[src/rtl/core/bdvp_pkg.sv]
package bdvp_pkg;

  // Position width; the position, multiplier and root widths below follow from it (range 16 to 32)
  localparam int unsigned POSITION_BITS = 24;
  localparam int unsigned POS_W         = POSITION_BITS;

  localparam int unsigned TGT_W      = 24;
  localparam int unsigned TOL_W      = 16;
  localparam int unsigned ACC_W      = 16;
  localparam int unsigned VEL_W      = 16;
  localparam int unsigned STAT_W     = 3;
  localparam int unsigned OP_W       = 2;
  localparam int unsigned CFG_IDX_W  = 3;
  localparam int unsigned CFG_DATA_W = 24;

  // Remaining distance holds both the travelled root and the target magnitude
  localparam int unsigned REM_W    = (POS_W + 1 > TGT_W) ? POS_W + 1 : TGT_W;
  localparam int unsigned MUL_A_W  = REM_W;
  localparam int unsigned MUL_B_W  = POS_W;
  localparam int unsigned MUL_P_W  = MUL_A_W + MUL_B_W;
  localparam int unsigned SQ_SUM_W = 2 * POS_W + 1;
  localparam int unsigned VRAD_W   = REM_W + ACC_W + 1;
  localparam int unsigned RAD_W0   = (SQ_SUM_W > VRAD_W) ? SQ_SUM_W : VRAD_W;
  localparam int unsigned RAD_W    = RAD_W0 + (RAD_W0 % 2);
  localparam int unsigned ROOT_W   = RAD_W / 2;

  localparam logic [OP_W-1:0] OP_START  = 2'd0;
  localparam logic [OP_W-1:0] OP_SAMPLE = 2'd1;
  localparam logic [OP_W-1:0] OP_CANCEL = 2'd2;
  localparam logic [OP_W-1:0] OP_UNUSED = 2'd3;

  localparam logic [STAT_W-1:0] ST_MOVING    = 3'd0;
  localparam logic [STAT_W-1:0] ST_ARRIVED   = 3'd1;
  localparam logic [STAT_W-1:0] ST_CANCELLED = 3'd2;
  localparam logic [STAT_W-1:0] ST_POSE_LOST = 3'd3;
  localparam logic [STAT_W-1:0] ST_IDLE      = 3'd4;

  localparam logic [CFG_IDX_W-1:0] CFG_TARGET = 3'd0;
  localparam logic [CFG_IDX_W-1:0] CFG_TOL    = 3'd1;
  localparam logic [CFG_IDX_W-1:0] CFG_ACC    = 3'd2;
  localparam logic [CFG_IDX_W-1:0] CFG_VMIN   = 3'd3;
  localparam logic [CFG_IDX_W-1:0] CFG_VMAX   = 3'd4;

  localparam logic signed [TGT_W-1:0] TGT_RST  = 24'sd500;
  localparam logic [TOL_W-1:0]        TOL_RST  = 16'd100;
  localparam logic [ACC_W-1:0]        ACC_RST  = 16'd500;
  localparam logic signed [VEL_W-1:0] VMIN_RST = -16'sd250;
  localparam logic signed [VEL_W-1:0] VMAX_RST = 16'sd250;

  typedef struct packed {
    logic [OP_W-1:0]         op;
    logic signed [POS_W-1:0] pos_x;
    logic signed [POS_W-1:0] pos_y;
    logic                    pose_ok;
  } in_item_t;

  typedef struct packed {
    logic signed [VEL_W-1:0] velocity;
    logic [STAT_W-1:0]       status;
  } out_item_t;

endpackage

[src/rtl/core/bdvp_mul.sv]
module bdvp_mul
  import bdvp_pkg::*;
(
  input  logic               clk_i,
  input  logic               rst_ni,
  input  logic               start_i,
  input  logic [MUL_A_W-1:0] a_i,
  input  logic [MUL_B_W-1:0] b_i,
  output logic               done_o,
  output logic [MUL_P_W-1:0] prod_o
);

  localparam int unsigned CNT_W = $clog2(MUL_B_W + 1);

  logic               busy_q, busy_d;
  logic [CNT_W-1:0]   cnt_q, cnt_d;
  logic [MUL_A_W-1:0] a_q;
  logic [MUL_P_W-1:0] prod_q, prod_d;
  logic [MUL_A_W:0]   psum;

  // Add the multiplicand into the upper half when the low multiplier bit is set
  assign psum = {1'b0, prod_q[MUL_P_W-1:MUL_B_W]} + (prod_q[0] ? {1'b0, a_q} : '0);

  always_comb begin
    busy_d = busy_q;
    cnt_d  = cnt_q;
    prod_d = prod_q;
    if (start_i) begin
      busy_d = 1'b1;
      cnt_d  = CNT_W'(MUL_B_W);
      prod_d = {{MUL_A_W{1'b0}}, b_i};
    end else if (busy_q) begin
      if (cnt_q == '0) begin
        busy_d = 1'b0;
      end else begin
        cnt_d  = cnt_q - CNT_W'(1);
        prod_d = {psum, prod_q[MUL_B_W-1:1]};
      end
    end
  end

  always_ff @(posedge clk_i or negedge rst_ni) begin
    if (!rst_ni) begin
      busy_q <= 1'b0;
      cnt_q  <= '0;
    end else begin
      busy_q <= busy_d;
      cnt_q  <= cnt_d;
    end
  end

  always_ff @(posedge clk_i) begin
    prod_q <= prod_d;
    if (start_i) begin
      a_q <= a_i;
    end
  end

  assign done_o = busy_q && (cnt_q == '0);
  assign prod_o = prod_q;

endmodule

[src/rtl/core/bdvp_sqrt.sv]
module bdvp_sqrt
  import bdvp_pkg::*;
(
  input  logic              clk_i,
  input  logic              rst_ni,
  input  logic              start_i,
  input  logic [RAD_W-1:0]  rad_i,
  output logic              done_o,
  output logic [ROOT_W-1:0] root_o
);

  localparam int unsigned CNT_W = $clog2(ROOT_W + 1);

  logic              busy_q, busy_d;
  logic [CNT_W-1:0]  cnt_q, cnt_d;
  logic [RAD_W-1:0]  rad_q, rad_d;
  logic [ROOT_W:0]   rem_q, rem_d;
  logic [ROOT_W-1:0] root_q, root_d;
  logic [ROOT_W+2:0] shifted, trial, diff;
  logic              ge;

  // One root bit per cycle: bring down the next pair, try 4*root+1
  assign shifted = {rem_q, rad_q[RAD_W-1 -: 2]};
  assign trial   = {1'b0, root_q, 2'b01};
  assign diff    = shifted - trial;
  assign ge      = shifted >= trial;

  always_comb begin
    busy_d = busy_q;
    cnt_d  = cnt_q;
    rad_d  = rad_q;
    rem_d  = rem_q;
    root_d = root_q;
    if (start_i) begin
      busy_d = 1'b1;
      cnt_d  = CNT_W'(ROOT_W);
      rad_d  = rad_i;
      rem_d  = '0;
      root_d = '0;
    end else if (busy_q) begin
      if (cnt_q == '0) begin
        busy_d = 1'b0;
      end else begin
        cnt_d  = cnt_q - CNT_W'(1);
        rad_d  = {rad_q[RAD_W-3:0], 2'b00};
        rem_d  = ge ? diff[ROOT_W:0] : shifted[ROOT_W:0];
        root_d = {root_q[ROOT_W-2:0], ge};
      end
    end
  end

  always_ff @(posedge clk_i or negedge rst_ni) begin
    if (!rst_ni) begin
      busy_q <= 1'b0;
      cnt_q  <= '0;
    end else begin
      busy_q <= busy_d;
      cnt_q  <= cnt_d;
    end
  end

  always_ff @(posedge clk_i) begin
    rad_q  <= rad_d;
    rem_q  <= rem_d;
    root_q <= root_d;
  end

  assign done_o = busy_q && (cnt_q == '0);
  assign root_o = root_q;

endmodule

[src/rtl/core/backup_distance_velocity_profile.sv]
// Velocity profile for a straight back-up move over a set signed distance.
// Input channel (in_valid_i / in_stall_o / in_data_i): one item per command:
// start (latch the pose as start point), pose sample, or cancel. Every item
// yields exactly one result item (velocity, status) on the output channel
// (out_valid_o / out_stall_i / out_data_o).
// Configuration port (cfg_valid_i / cfg_ready_o): always ready; write target
// distance, tolerance, deceleration limit and velocity clamps while idle.
// Sequencing: start, cancel, idle samples, lost poses and the unused op pass
// from acceptance through the result register and the done state into the
// output register; the sequencer then returns to idle for the next item.
// A moving sample runs a two-lane bit-serial square of dx and dy and a
// bit-serial square root of the sum; unless within tolerance, it then runs a
// bit-serial multiply of the remaining distance by the deceleration limit,
// a second root and a clamp. One item is in flight at a time; the multiplier
// and root units work one bit per cycle.
// Reset: registers take their documented reset values, start point is zero,
// the move is disarmed. A stalled result holds in the output register; the
// next result waits in a holding stage, and input is stalled until it moves.
module backup_distance_velocity_profile
  import bdvp_pkg::*;
(
  input  logic                  clk_i,
  input  logic                  rst_ni,
  input  logic                  in_valid_i,
  output logic                  in_stall_o,
  input  in_item_t              in_data_i,
  output logic                  out_valid_o,
  input  logic                  out_stall_i,
  output out_item_t             out_data_o,
  input  logic                  cfg_valid_i,
  output logic                  cfg_ready_o,
  input  logic [CFG_IDX_W-1:0]  cfg_index_i,
  input  logic [CFG_DATA_W-1:0] cfg_data_i
);

  localparam logic [2:0] S_IDLE  = 3'd0;
  localparam logic [2:0] S_SQ    = 3'd1;
  localparam logic [2:0] S_ROOT1 = 3'd2;
  localparam logic [2:0] S_REM   = 3'd3;
  localparam logic [2:0] S_MUL2  = 3'd4;
  localparam logic [2:0] S_ROOT2 = 3'd5;
  localparam logic [2:0] S_CLAMP = 3'd6;
  localparam logic [2:0] S_DONE  = 3'd7;

  localparam logic signed [VEL_W-1:0] VEL_NEG_MAX = {1'b1, {(VEL_W-1){1'b0}}};
  localparam logic signed [VEL_W-1:0] VEL_POS_MAX = ~VEL_NEG_MAX;

  // Configuration registers
  logic signed [TGT_W-1:0] tgt_q;
  logic [TOL_W-1:0]        tol_q;
  logic [ACC_W-1:0]        acc_q;
  logic signed [VEL_W-1:0] vmin_q;
  logic signed [VEL_W-1:0] vmax_q;
  logic                    cfg_we;

  // Move state and sequencer
  logic [2:0]              state_q, state_d;
  logic                    moving_q, moving_d;
  logic signed [POS_W-1:0] start_x_q, start_x_d;
  logic signed [POS_W-1:0] start_y_q, start_y_d;
  out_item_t               res_q, res_d;
  logic [REM_W-1:0]        rem_q, rem_d;
  logic [ROOT_W-1:0]       vroot_q;
  logic                    in_acc;
  logic                    sq_go;
  logic                    arrive;

  // Output register
  logic                    out_valid_q, out_valid_d;
  out_item_t               out_q;
  logic                    out_free;

  // Datapath
  logic signed [POS_W:0]   dxs, dys;
  logic [POS_W:0]          dxm, dym;
  logic                    mx_start, mx_done, my_done, sq_start, sq_done;
  logic [MUL_A_W-1:0]      mx_a;
  logic [MUL_B_W-1:0]      mx_b;
  logic [MUL_P_W-1:0]      mx_prod, my_prod;
  logic [SQ_SUM_W-1:0]     sum_sq;
  logic [RAD_W-1:0]        rad;
  logic [ROOT_W-1:0]       root;
  logic [TGT_W-1:0]        tgt_mag;
  logic [REM_W-1:0]        tgt_mag_r, trav;
  logic signed [ROOT_W:0]  v_ext, vmin_ext, vmax_ext, v_lo, v_hi;
  logic signed [VEL_W-1:0] v_clamp, v_signed;

  // ---------------------------------------------------------------------------
  // Configuration writes; the port never pushes back
  // ---------------------------------------------------------------------------
  assign cfg_ready_o = 1'b1;
  assign cfg_we      = cfg_valid_i && cfg_ready_o;

  always_ff @(posedge clk_i or negedge rst_ni) begin
    if (!rst_ni) begin
      tgt_q  <= TGT_RST;
      tol_q  <= TOL_RST;
      acc_q  <= ACC_RST;
      vmin_q <= VMIN_RST;
      vmax_q <= VMAX_RST;
    end else if (cfg_we) begin
      unique case (cfg_index_i)
        CFG_TARGET: tgt_q  <= cfg_data_i[TGT_W-1:0];
        CFG_TOL:    tol_q  <= cfg_data_i[TOL_W-1:0];
        CFG_ACC:    acc_q  <= cfg_data_i[ACC_W-1:0];
        CFG_VMIN:   vmin_q <= cfg_data_i[VEL_W-1:0];
        CFG_VMAX:   vmax_q <= cfg_data_i[VEL_W-1:0];
        default: begin
        end
      endcase
    end
  end

  // ---------------------------------------------------------------------------
  // Handshake: take an item only when the sequencer is free
  // ---------------------------------------------------------------------------
  assign in_stall_o = (state_q != S_IDLE);
  assign in_acc     = in_valid_i && !in_stall_o;
  assign out_free   = !out_valid_q || !out_stall_i;

  // Offsets from the start point, folded to magnitudes
  assign dxs = {start_x_q[POS_W-1], start_x_q} - {in_data_i.pos_x[POS_W-1], in_data_i.pos_x};
  assign dys = {start_y_q[POS_W-1], start_y_q} - {in_data_i.pos_y[POS_W-1], in_data_i.pos_y};
  assign dxm = dxs[POS_W] ? -dxs : dxs;
  assign dym = dys[POS_W] ? -dys : dys;

  // Armed sample with a good pose: launch both squaring lanes on acceptance
  assign sq_go = in_acc && (in_data_i.op == OP_SAMPLE) && moving_q && in_data_i.pose_ok;

  assign arrive = rem_q < REM_W'(tol_q);

  // Lane x is reused for remaining distance times deceleration limit
  assign mx_start = sq_go || ((state_q == S_REM) && !arrive);
  assign mx_a     = (state_q == S_REM) ? rem_q : MUL_A_W'(dxm[POS_W-1:0]);
  assign mx_b     = (state_q == S_REM) ? MUL_B_W'(acc_q) : dxm[POS_W-1:0];

  bdvp_mul u_mul_x (
    .clk_i   (clk_i),
    .rst_ni  (rst_ni),
    .start_i (mx_start),
    .a_i     (mx_a),
    .b_i     (mx_b),
    .done_o  (mx_done),
    .prod_o  (mx_prod)
  );

  bdvp_mul u_mul_y (
    .clk_i   (clk_i),
    .rst_ni  (rst_ni),
    .start_i (sq_go),
    .a_i     (MUL_A_W'(dym[POS_W-1:0])),
    .b_i     (dym[POS_W-1:0]),
    .done_o  (my_done),
    .prod_o  (my_prod)
  );

  // Radicand: dx^2 + dy^2 for the distance travelled, then 2*acc*remaining
  assign sum_sq   = {1'b0, mx_prod[2*POS_W-1:0]} + {1'b0, my_prod[2*POS_W-1:0]};
  assign sq_start = ((state_q == S_SQ) && mx_done && my_done)
                 || ((state_q == S_MUL2) && mx_done);
  assign rad      = (state_q == S_MUL2) ? RAD_W'({mx_prod[VRAD_W-2:0], 1'b0})
                                        : RAD_W'(sum_sq);

  bdvp_sqrt u_sqrt (
    .clk_i   (clk_i),
    .rst_ni  (rst_ni),
    .start_i (sq_start),
    .rad_i   (rad),
    .done_o  (sq_done),
    .root_o  (root)
  );

  // Remaining distance from the target magnitude
  assign tgt_mag   = tgt_q[TGT_W-1] ? (~tgt_q + 1'b1) : tgt_q;
  assign tgt_mag_r = REM_W'(tgt_mag);
  assign trav      = REM_W'(root);

  // Clamp low then high, so that the upper bound wins when they cross
  assign v_ext    = {1'b0, vroot_q};
  assign vmin_ext = (ROOT_W+1)'(vmin_q);
  assign vmax_ext = (ROOT_W+1)'(vmax_q);
  assign v_lo     = (v_ext < vmin_ext) ? vmin_ext : v_ext;
  assign v_hi     = (v_lo > vmax_ext) ? vmax_ext : v_lo;
  assign v_clamp  = v_hi[VEL_W-1:0];
  // Apply the direction; saturate the one value that has no negation
  assign v_signed = !tgt_q[TGT_W-1] ? v_clamp
                  : (v_clamp == VEL_NEG_MAX) ? VEL_POS_MAX : -v_clamp;

  // ---------------------------------------------------------------------------
  // Sequencer
  // ---------------------------------------------------------------------------
  always_comb begin
    state_d   = state_q;
    moving_d  = moving_q;
    start_x_d = start_x_q;
    start_y_d = start_y_q;
    res_d     = res_q;
    rem_d     = rem_q;
    unique case (state_q)
      S_IDLE: begin
        if (in_acc) begin
          res_d.velocity = '0;
          state_d        = S_DONE;
          unique case (in_data_i.op)
            OP_START: begin
              if (in_data_i.pose_ok) begin
                start_x_d    = in_data_i.pos_x;
                start_y_d    = in_data_i.pos_y;
                moving_d     = 1'b1;
                res_d.status = ST_MOVING;
              end else begin
                moving_d     = 1'b0;
                res_d.status = ST_POSE_LOST;
              end
            end
            OP_SAMPLE: begin
              if (!moving_q) begin
                res_d.status = ST_IDLE;
              end else if (!in_data_i.pose_ok) begin
                moving_d     = 1'b0;
                res_d.status = ST_POSE_LOST;
              end else begin
                state_d = S_SQ;
              end
            end
            OP_CANCEL: begin
              moving_d     = 1'b0;
              res_d.status = ST_CANCELLED;
            end
            OP_UNUSED: begin
              res_d.status = moving_q ? ST_MOVING : ST_IDLE;
            end
          endcase
        end
      end
      S_SQ: begin
        if (mx_done && my_done) begin
          state_d = S_ROOT1;
        end
      end
      S_ROOT1: begin
        if (sq_done) begin
          rem_d   = (tgt_mag_r > trav) ? (tgt_mag_r - trav) : (trav - tgt_mag_r);
          state_d = S_REM;
        end
      end
      S_REM: begin
        if (arrive) begin
          moving_d       = 1'b0;
          res_d.velocity = '0;
          res_d.status   = ST_ARRIVED;
          state_d        = S_DONE;
        end else begin
          state_d = S_MUL2;
        end
      end
      S_MUL2: begin
        if (mx_done) begin
          state_d = S_ROOT2;
        end
      end
      S_ROOT2: begin
        if (sq_done) begin
          state_d = S_CLAMP;
        end
      end
      S_CLAMP: begin
        res_d.velocity = v_signed;
        res_d.status   = ST_MOVING;
        state_d        = S_DONE;
      end
      S_DONE: begin
        // Hold the result until the output register frees up
        if (out_free) begin
          state_d = S_IDLE;
        end
      end
      default: begin
        state_d = S_IDLE;
      end
    endcase
  end

  always_comb begin
    out_valid_d = out_valid_q;
    if ((state_q == S_DONE) && out_free) begin
      out_valid_d = 1'b1;
    end else if (out_valid_q && !out_stall_i) begin
      out_valid_d = 1'b0;
    end
  end

  always_ff @(posedge clk_i or negedge rst_ni) begin
    if (!rst_ni) begin
      state_q     <= S_IDLE;
      moving_q    <= 1'b0;
      start_x_q   <= '0;
      start_y_q   <= '0;
      out_valid_q <= 1'b0;
    end else begin
      state_q     <= state_d;
      moving_q    <= moving_d;
      start_x_q   <= start_x_d;
      start_y_q   <= start_y_d;
      out_valid_q <= out_valid_d;
    end
  end

  always_ff @(posedge clk_i) begin
    res_q <= res_d;
    rem_q <= rem_d;
    if ((state_q == S_ROOT2) && sq_done) begin
      vroot_q <= root;
    end
    if ((state_q == S_DONE) && out_free) begin
      out_q <= res_q;
    end
  end

  assign out_valid_o = out_valid_q;
  assign out_data_o  = out_q;

`ifndef ASSERT_OFF
  a_cancel_disarms: assert property (@(posedge clk_i) disable iff (!rst_ni)
    (in_acc && (in_data_i.op == OP_CANCEL)) |=> !moving_q)
    else $error("cancel left the move armed");

  a_profile_armed: assert property (@(posedge clk_i) disable iff (!rst_ni)
    ((state_q == S_MUL2) || (state_q == S_ROOT2) || (state_q == S_CLAMP)) |-> moving_q)
    else $error("velocity computed while the move is not armed");

  a_lanes_in_step: assert property (@(posedge clk_i) disable iff (!rst_ni)
    (state_q == S_SQ) |-> (mx_done == my_done))
    else $error("squaring lanes finished apart");

  a_units_apart: assert property (@(posedge clk_i) disable iff (!rst_ni)
    $onehot0({mx_done, sq_done}))
    else $error("multiplier and root unit finished together");

  a_stopped_zero: assert property (@(posedge clk_i) disable iff (!rst_ni)
    (out_valid_o && (out_data_o.status != ST_MOVING)) |-> (out_data_o.velocity == '0))
    else $error("non-moving result carries a velocity");
`endif

endmodule

[config.mk]
export PLATFORM = sky130hd
export DESIGN_NAME = backup_distance_velocity_profile
export DESIGN_NICKNAME = d
export VERILOG_FILES = /design/src/rtl/core/bdvp_pkg.sv /design/src/rtl/core/bdvp_mul.sv /design/src/rtl/core/bdvp_sqrt.sv /design/src/rtl/core/backup_distance_velocity_profile.sv
export SDC_FILE = /design/constraint.sdc
export NUM_CORES = 1
export LEC_CHECK = 0
export ABC_AREA = 1
export BUFFER_PORTS_ARGS = -buffer_cell sky130_fd_sc_hd__buf_2
export CORE_MARGIN = 3
export CORE_UTILIZATION = 45
export CTS_CLUSTER_DIAMETER = 40
export DETAILED_ROUTE_END_ITERATION = 6
export SYNTH_ARGS = -nofsm -noshare
export SYNTH_HDL_FRONTEND = slang
export SYNTH_HIERARCHICAL = 1
export SYNTH_SLANG_ARGS = --single-unit
export TNS_END_PERCENT = 10
[constraint.sdc]
create_clock -name clk_i -period 5.4 [get_ports clk_i]
set_input_delay 0 -clock clk_i [delete_from_list [all_inputs] [get_ports clk_i]]
set_output_delay 0 -clock clk_i [all_outputs]
set_load 0.02 [all_outputs]
======== Yosys cells after proc, flatten, opt, wreduce, memory -nomap -nowiden ========
Cells that the tools add are included.
word-level totals
  register bits after elaboration ......... 495
  memory bits (read-only) ................. 0
  latch bits .............................. 0
  memories kept ........................... 0
  input bits .............................. 83
  output and inout port bits .............. 22
  RAM bits ................................ 0
cells by class
  add/sub/neg operators ................... 15
  muxes and demuxes ....................... 68
  reduce and logical (&&, ||, !) cells .... 52
  order comparisons ....................... 5
  equal/unequal tests ..................... 27
  shift-type cells ........................ 0
  bitwise logic cells ..................... 4
  div/mod/pow operators ................... 0
  $mul .................................... 0
operators with widths
  kind                     count
  $mux W24                 12
  $mux W50                 3
  $pmux W19 S3             1
  $mux W26                 2
  $mux W25                 2
  $sub A24 B24 Y25         2
  $add A48 B48 Y49         1
  $mux W49                 1
  $mux W16                 3
  $neg A24 Y24             2
  $mux W5                  9
  $mux W19                 2
  $mux W3                  12
  $ge A28 B27 Y1           1
  $add A25 B24 Y26         1
  $add A25 B25 Y26         1
  $gt A26 B16 Y1           1
  $lt A26 B16 Y1           1
  $sub A26 B26 Y26         1
  $gt A24 B25 Y1           1
  $lt A25 B16 Y1           1
  $sub A24 B25 Y25         1
  $sub A25 B24 Y25         1
  $add A24 B1 Y24 const B  1
  other kinds (32)         108

======== Logic depth before layout (Yosys ltp) ========
  depth after elaboration ................. 9
  depth in mapped cells ................... 38
  gate-level depth less buffers ........... 36

======== Cells and area by module ========
The synthesis kept the hierarchy.
modules (own cells, without submodules)
  module                            area an instance (sq um)  sequential area each (sq um)  instances  cells an instance
  backup_distance_velocity_profile  22098.7                   6209.7                        1          3177
  bdvp_mul                          5042.3                    2122.0                        2          704
  bdvp_sqrt                         6516.2                    2672.6                        1          928

======== Worst setup path after synthesis ========
Ideal clock, no wire load.
  path kind ............................... register to register
  start ................................... register vmin_q[15]
  end ..................................... register res_q[10] (netlist bit), data pin
  buffers on the path ..................... 3
  period minus slack after synthesis ...... 4970 ps
  cell stages (with the launch flop) ...... 32
  required time ........................... 5151 ps
  path slack .............................. 430 ps
  data arrival time ....................... 4721 ps
  cells stage by stage .................... dfstp_2 -> inv_1 -> ha_1 -> nand4_1 -> o221ai_1 -> a21oi_1 -> o32ai_1 -> ha_1 -> clkbuf_1 -> nor2_1 -> a21oi_1 -> ha_1 -> nand2_1 -> nor2_1 -> nand4_4 -> nor2_2 -> nand2_2 -> nand4_1 -> nand3_2 -> buf_4 -> nand2_1 -> inv_1 -> nor2_1 -> inv_1 -> ha_1 -> nand3_4 -> nor2_4 -> nand3_4 -> buf_6 -> nand3_2 -> nand2_1 -> inv_1
RTL lines
  element                 RTL line                                 RTL
  from (decl)             backup_distance_velocity_profile.sv:52   logic signed [VEL_W-1:0] vmin_q;
  from (signal assigned)  backup_distance_velocity_profile.sv:106  CFG_VMIN: vmin_q <= cfg_data_i[VEL_W-1:0];
  to (signal assigned)    backup_distance_velocity_profile.sv:310  res_q <= res_d;
  to (decl)               backup_distance_velocity_profile.sv:61   out_item_t res_q, res_d;

==> impl_metrics.ini <==
[status]
outcome = finished clean

[finish]
nets = 6087
final_util_pct = 52.7
final_common_cell = nand2_1
stdcell_count = 6910
drive_gt1_share_pct = 9.99
diodes = 0
layout_common_cells = 1705 x nand2_1, 849 x inv_1, 384 x nor2_1, 330 x a21oi_1, 298 x o21ai_0
syn2layout_area_growth_pct = 15.1

[timing]
slew_headroom_pct = 18.7
setup_violations = 0
fmax_ghz = 0.191
fin_crit_ns = 5.24
clock_skew_ns = 0.0343
hold_viol = 0
drv_slew = 0
whs_ns = 0.0573
rsz0062_at_grt = true
tns_ns = 0
period_share_pct = 96.9
worst_slew_pin_slew_ns = 1.22

[pwr]
p_leak_nw = 22.5
vdd_ir_drop_max_mv = 0.347
p_per_area_mw_per_mm2 = 583

[floorplanning]
die_area_mm2 = 0.0896
initial_core_util_pct = 45.8
die_w_um = 299
ios = 105
fp.dieH_um = 299
coreArea_mm2 = 0.0845
rows = 106

[clock_network]
cts_buffers = 90
clk_latency_ns = 0.67
clk_pin_slew_ns = 0.05
cts_tree = done
cts_sinks = 496
clockRootBuffer = clkbuf_16
ctsLongestPathBuffers = 3
htree_levels = 3

[critical_path]
cp_slowest_stage_delay_ns = 0.60
required_ns = 5.82
path_common_cell = nor2_2
worstSetupPathType = flop to flop
cp_slowest_cell = dfstp_2
cp-start-kind = flop
arrival_ns = 5.65
critPathCaptureType = flop
critPathMaxFanout = 11

[detailed_routing]
drc = 0
antenna_left = 0
first_pass_iters = 5
via_per_inst = 5.10
wirelength_um = 115000
vias = 35257
drtIter0Drc = 2379
routedWlPerCell_um = 16.6

[global_route]
grt_start_max_net_pins = 97
grt_pass1_wl_um = 181000
antenna_found_initial = 6
grt_pass1_vias = 33302
grt_usage_pct = 25.2
grt_remaining_overflow = 0

[hold_path]
min_path_type = input pin to asynchronous set/reset pin

[synth]
ys_warn_count = 6
seq_area_frac_synth_pct = 33.9
synth_cell_type_count = 77
ys.flop_type = edfxtp_1
synth_seq_cells = 496
synth_edf_count = 236
yosys.area.top_type = edfxtp_1
synthesis.area_mm2 = 0.0387
synth-async-reset-ratio_pct = 32.1
yosysTopAreaCellShare_pct = 18.3
syn-instance-count = 5513
synthTopCellsByArea = edfxtp_1 18%, nand2_1 17%, ha_1 9.7%, dfrtp_1 8.3%, inv_1 8.2%
syn_avg_cell_area_um2 = 7.02

[placed_design]
gp_congestion = 0.964
hpwl_um = 88400
port_buffers = 103
placed_cells = 6637

[run]
maxCapViolCount = 0
[worst max-delay path, delay by kind of cell (launching register included)]
| family | cells | cell delay [ns] |
|---|---|---|
| and+or+nand+nor | 14 | 1.55 |
| adders and majority gates | 4 | 1.20 |
| AOI/OAI and AO/OA | 6 | 0.92 |
| buffers and inverters | 5 | 0.69 |
| DFF | 1 | 0.60 |
[report_power, final]
group          internal, mW  switching (mW)
sequential             5.37           0.822
clock                  3.62            2.19
combinational          4.73            9.25
total                  13.7            12.3
[final cells by class]
type | count | area, um^2
Fill cell | 8419 | 39900
Multi-Input combinational cell | 4004 | 21800
Sequential cell | 496 | 13100
Inverter | 867 | 3260
Clock buffer | 102 | 2360
Timing Repair Buffer | 239 | 1820
Tap cell | 1134 | 1420
Clock inverter | 68 | 787
[path summary, 6_finish.rpt]
path	from	end	slack, ns	depth (start not counted)
max	vmin_q[15]	res_q[18]	0.16	29
min reg2reg	res_q[18]	out_data_o[18]	0.41	0
min in group clk_i	cfg_index_i[2]	tol_q[2]	0.06	5
max reg2reg	vmin_q[15]	res_q[18]	0.16	29
max in group asynchronous	rst_ni	u_mul_y/cnt_q[3]	4.38	3
min	rst_ni	vmin_q[12]	0.06	2
[per-layer routing]
metal	GRT usage, %	wire, um
met3	2.88	5040
met2	43.5	54800
met5	0	0
met4	7.72	3460
met1	33.0	51300
[logic make-up after synthesis]
| kind of cell | share of synthesized area, % |
|---|---|
| flops | 33.9 |
| compound gates | 12.3 |
| fa+ha+maj | 10.0 |
| other cells | 0.0194 |
| xor+xnor | 4.00 |
| mux | 0.116 |
| simple gates | 29.4 |
| buf+inv | 10.3 |
[what timing repair did]
action | 4_1_cts | 5_1_grt
gates resized for setup | 0 | 22
setup endpoints to repair | 0 | 16
hold buffers | 87 | 0
endpoints found under the hold margin | 248 | 0
buffers inserted | 0 | 12
[cell usage after synthesis, types with 17 or more instances]
library cell  number
nor2_1           394
nand2_2           51
nand3_2           29
xnor2_1           79
xor2_1            92
inv_1            850
edfxtp_1         236
clkbuf_1          86
a21o_1            23
nor2_4            17
or2_2             20
nor3_1            48
dfxtp_1          101
buf_2             32
o22ai_1           30
inv_2             17
o21ai_1           39
nor4_1            17
dfstp_2           31
nand3_1          237
ha_1             299
nor2_2            28
dfrtp_1          128
a21oi_1          332
a31oi_1           33
a21oi_2           19
o21ai_0          300
nand4_1           68
nand2_1         1705
[metrics by stage]
stage | instance area (um^2) | total power, mW | setup WS (ns)
global route | 44500 | 28.3 | -0.158
detailed placement | 40300 | 19.9 | 0.0807
global placement | 40300 | 19.8 | 0.119
CTS | 44300 | 26.0 | 0.0663
floorplan | 38700 | 16.3 | 0.430
finish | 44500 | 26.0 | 0.165
[sequential cells by signal (all words and copies together) (netlist names), 16 cells and up]
register        count
acc_q              16
out_data_o         19
rem_q              25
res_q              19
start_x_q          24
start_y_q          24
tgt_q              24
tol_q              16
u_mul_x/a_q        25
u_mul_x/prod_o     49
u_mul_y/a_q        25
u_mul_y/prod_o     49
u_sqrt/rad_q       50
u_sqrt/rem_q       26
u_sqrt/root_o      25
vmax_q             16
vmin_q             16
vroot_q            25
Power figures use the tool's default switching activity.
